`src/rtl/core/wssd_ram.sv`:
```
// ----------------------------------------------------------------------------
// wssd_ram
// Simple dual-port RAM, one write and one registered read port.
// ----------------------------------------------------------------------------
module wssd_ram #(
    parameter int WIDTH = 64,
    parameter int DEPTH = 8
) (
    input  logic                     clk,
    input  logic                     we,
    input  logic [$clog2(DEPTH)-1:0] waddr,
    input  logic [WIDTH-1:0]         wdata,
    input  logic [$clog2(DEPTH)-1:0] raddr,
    output logic [WIDTH-1:0]         rdata
);
    logic [WIDTH-1:0] mem [DEPTH];

    always_ff @(posedge clk)
    begin
        if (we) mem[waddr] <= wdata;
        rdata <= mem[raddr];
    end
endmodule

```
`config.mk`:
```
export PLATFORM = sky130hd
export DESIGN_NAME = wssd_ram
export DESIGN_NICKNAME = d
export VERILOG_FILES = /design/src/rtl/core/wssd_ram.sv
export SDC_FILE = /design/constraint.sdc
export NUM_CORES = 1
export LEC_CHECK = 0
export ABC_AREA = 1
export BUFFER_PORTS_ARGS = -buffer_cell sky130_fd_sc_hd__clkbuf_2
export CELL_PAD_IN_SITES_DETAIL_PLACEMENT = 1
export CELL_PAD_IN_SITES_GLOBAL_PLACEMENT = 2
export CORE_ASPECT_RATIO = 0.7
export CORE_UTILIZATION = 36
export DETAILED_ROUTE_END_ITERATION = 6
export GPL_TIMING_DRIVEN = 0
export PLACE_DENSITY_LB_ADDON = 0.1
export SYNTH_ARGS = -nofsm -noshare
export SYNTH_HDL_FRONTEND = slang
export SYNTH_SLANG_ARGS = --single-unit
```
`constraint.sdc`:
```
create_clock -name clk -period 3.65 [get_ports clk]
set_input_delay 0.1825 -clock clk [delete_from_list [all_inputs] [get_ports clk]]
set_output_delay 0.1825 -clock clk [all_outputs]
set_load 0.05 [all_outputs]
```
# Word level (Yosys, flattened, before mapping)
# Memory sizes are Yosys's and may differ from the RTL's. A register that Yosys moved wholly into a read port is not among the register bits.
# Cells that the tools add are included.
[word_totals] ramBits=512 input_bits=72 output_inout_bits=64 mem_count=1 ff_bits=0
[memory_table] memory="mem" depth=8 width=64 rd=1 rd_clocked_by_memory_dff=1 write_ports=1 line="16" text="logic [WIDTH-1:0] mem [DEPTH];"
[classes] muxes=2
[ops] cell="two-way mux 1 bit" n=2

# Depth between registers and ports, before layout
[logic_depth] ltp_word=2 depth_mapped=9 mapped_depth_nobuf=6

# Worst setup path before layout
# No wires, ideal clock.
[synth_path] path_type="input to register" from="input port waddr[0]" to="memory mem[0][0], enable pin" setup_ps=487 path_buffers=0 path_stages=3 slack_ps=163 arrival_ps=3001 cell_sequence="inv_1 nand2_1 nor2_1"
[synth_rtl] item="start, declared" line="11" text="input logic [$clog2(DEPTH)-1:0] waddr,"
[synth_rtl] item="end, declared" line="16"
# No word-level cell before the write port.

# Worst setup path in the final report
[layout_path] from="register rdata[0] (read register of mem)" to="output port rdata[0]"
[layout_rtl] item="start, declared" line="14" text="output logic [WIDTH-1:0] rdata"
# No word-level cell between the ends.

==> summary.txt <==
GPL Wtd Cong: 0.729
Slew of the pin with the lowest slew margin: 0.921 ns
Syn Area/Cell: 10.3 um2
Post-route ant nets: 0
Max Root-Sink Buffers: 3
Worst-path clk slew: 0.06 ns
Top Ports: 136
Critical-path cell list: clkbuf_2
Die X: 308 um
Delay-heaviest family, CP: flip-flops
Critical Path Max Stage Delay: 0.44 ns
Highest-delay cell along the critical path: dfxtp_1
Clock Latency Late Sink: 0.62 ns
VDD IR max: 0.330 mV
DRC viols: 0
Leakage Power: 13.0 nW
Worst min-delay path category: in -> reg
Die area: 66800 um2
PD cells: 515 nW/um2
Row count: 78
Post-detail-place hpwl: 43200 um
Synth warnings: 0
RSZ-0062 raised after global routing: no
First-pass GRT wire length: 102000 um
CP Capture Type: primary output
Min cycle time layout: 1.57 ns
Iteration-0 DRC count of the detailed router: 825
Gr ovfl total: 0
Post-Place Cell Area: 26000 um2
Kind of critical path: reg -> out
Die Y: 216 um
Nets: 2648
CP Data Arrival Time: 1.39 ns
Worst Path Required: 3.47 ns
Largest area contributor in the netlist: edfxtp_1
DR WL/cell: 19.3 um
CP Buf/Inv Count: 1
Clock tree from TritonCTS: built
Drt pass-1 iters: 5
Worst clock skew: 0.00776 ns
Mapped cell area: 23700 um2
Vias: 15900
Register area share after synthesis: 0.704
Vias per cell: 4.54
Final Hold Fails: 0
Crit path max fanout: 1
Synth top area cells: edfxtp_1 65%, nand2_1 13%, inv_1 8.2%
Synthesis-to-layout area growth: 20.1%
Number of global-route vias before repair: 16700
Status: finished, final reports clean
FMAX: 636 MHz
Most common cell after layout, fill and taps aside: nand2_1
Initial core utilization: 0.365
# setup viols final: 0
IO Port Bufs: 134
Max-slew violations: 0
Total wire length: 67600 um
Core ar.: 64900 um2
Final Cell Area: 28400 um2
Yosys reg bits: 576
Largest net degree at the start of global routing: 24
Total Routing Usage GR: 0.206
Tcrit/Tclk final: 0.431
# diodes: 0
Root buffer cell: clkbuf_16
Max_cap viols: 0
Ratio of cells with drive above 1 in the final layout: 0.126
Power Total: 0.0146 W
CP startpoint kind: flip-flop
TritonCTS buffer count: 59
Synth Instances: 2294
Post-synth top area share: 0.650
Slew HR: 0.385
Filler Cell Count: 7186
Yosys cell types: 12
Most frequent cells in the layout: 838 x nand2_1, 516 x inv_1, 512 x edfxtp_1
Sink Count: 576
Post-layout util: 0.438
Syn_nets: 2366
Antenna violations before repair: 3
CTS H-tree depth: 2
layer usage:
metal	share of wire	wire, um	global-route usage	up-vias
met5	0.00050	34	0	-
met4	0.019	1300	0.0519	6
met3	0.037	2520	0.0295	96
met2	0.46	31400	0.337	262
met1	0.48	32300	0.289	7849
li1	-	-	-	7699
synth_stat cells, drive strengths merged:
master,number
clkbuf,9
edfxtp,512
nor2,8
dfxtp,64
nand3,256
nand2,838
inv,518
buf,89
logic make-up (layout without fill, tap and decap cells):
logic type | Yosys count | after routing | synth area share
and+or+nand+nor | 1102 | 1102 | 0.188
DFF | 576 | 576 | 0.704
buffers and inverters | 616 | 945 | 0.108
final timing paths:
kind	from	end	slack, ns	cells after the start
max	rdata[0]	rdata[0]	2.08	1
min	raddr[2]	rdata[0]	0.05	4
max reg2reg	mem[6][19]	rdata[19]	2.61	6
min reg2reg	mem[1][0]	rdata[0]	0.63	6
where the power goes:
part           switching, W  total (W)  internal (W)  leakage (nW)
logic              0.000988    0.00136      0.000369          6.94
clock network       0.00251    0.00578       0.00327         0.891
registers         0.0000673    0.00751       0.00744          5.19
stage by stage:
| stage | hold slack (ns) | TNS [ns] | setup WS [ns] | instances |
|---|---|---|---|---|
| 6_report | 0.0494 | 0 | 2.08 | 3503 |
| 5_1_grt | 0.0394 | 0 | 1.99 | 3503 |
| 4_1_cts | 0.0220 | 0 | 2.04 | 3503 |
| 3_5_place_dp | 0.466 | 0 | 1.36 | 3331 |
| 3_3_place_gp | 0.462 | -1691.86 | -3.53 | 3308 |
| 2_1_floorplan | 0.281 | 0 | 0.163 | 2294 |
final cells by class:
class                   count  area [um2]  share of cell area
plain buffers              98         601              0.0211
clock buffers              92        1710              0.0603
clock inverters            16        98.8             0.00348
inverters                 518        1940              0.0684
multi-input cells        1102        4520               0.159
flip-flops and latches    576       16700               0.586
well taps                 880        1100              0.0387
repair buffers            221        1790              0.0629
registers in the layout, summed over array words and instances, names as in the netlist:
register  count
mem         512
rdata        64
what timing repair did:
action	4_1_cts	5_1_grt
endpoints found under the hold margin	512	0
hold buffers	64	0
resized for setup	0	0
setup buffers	0	0
tightest hold or removal path: cells and delay by family:
| family | cells | cell delay (ns) |
|---|---|---|
| buffers and inverters | 2 | 0.28 |
| and+or+nand+nor | 2 | 0.15 |
(Power assumes the default switching activity.)
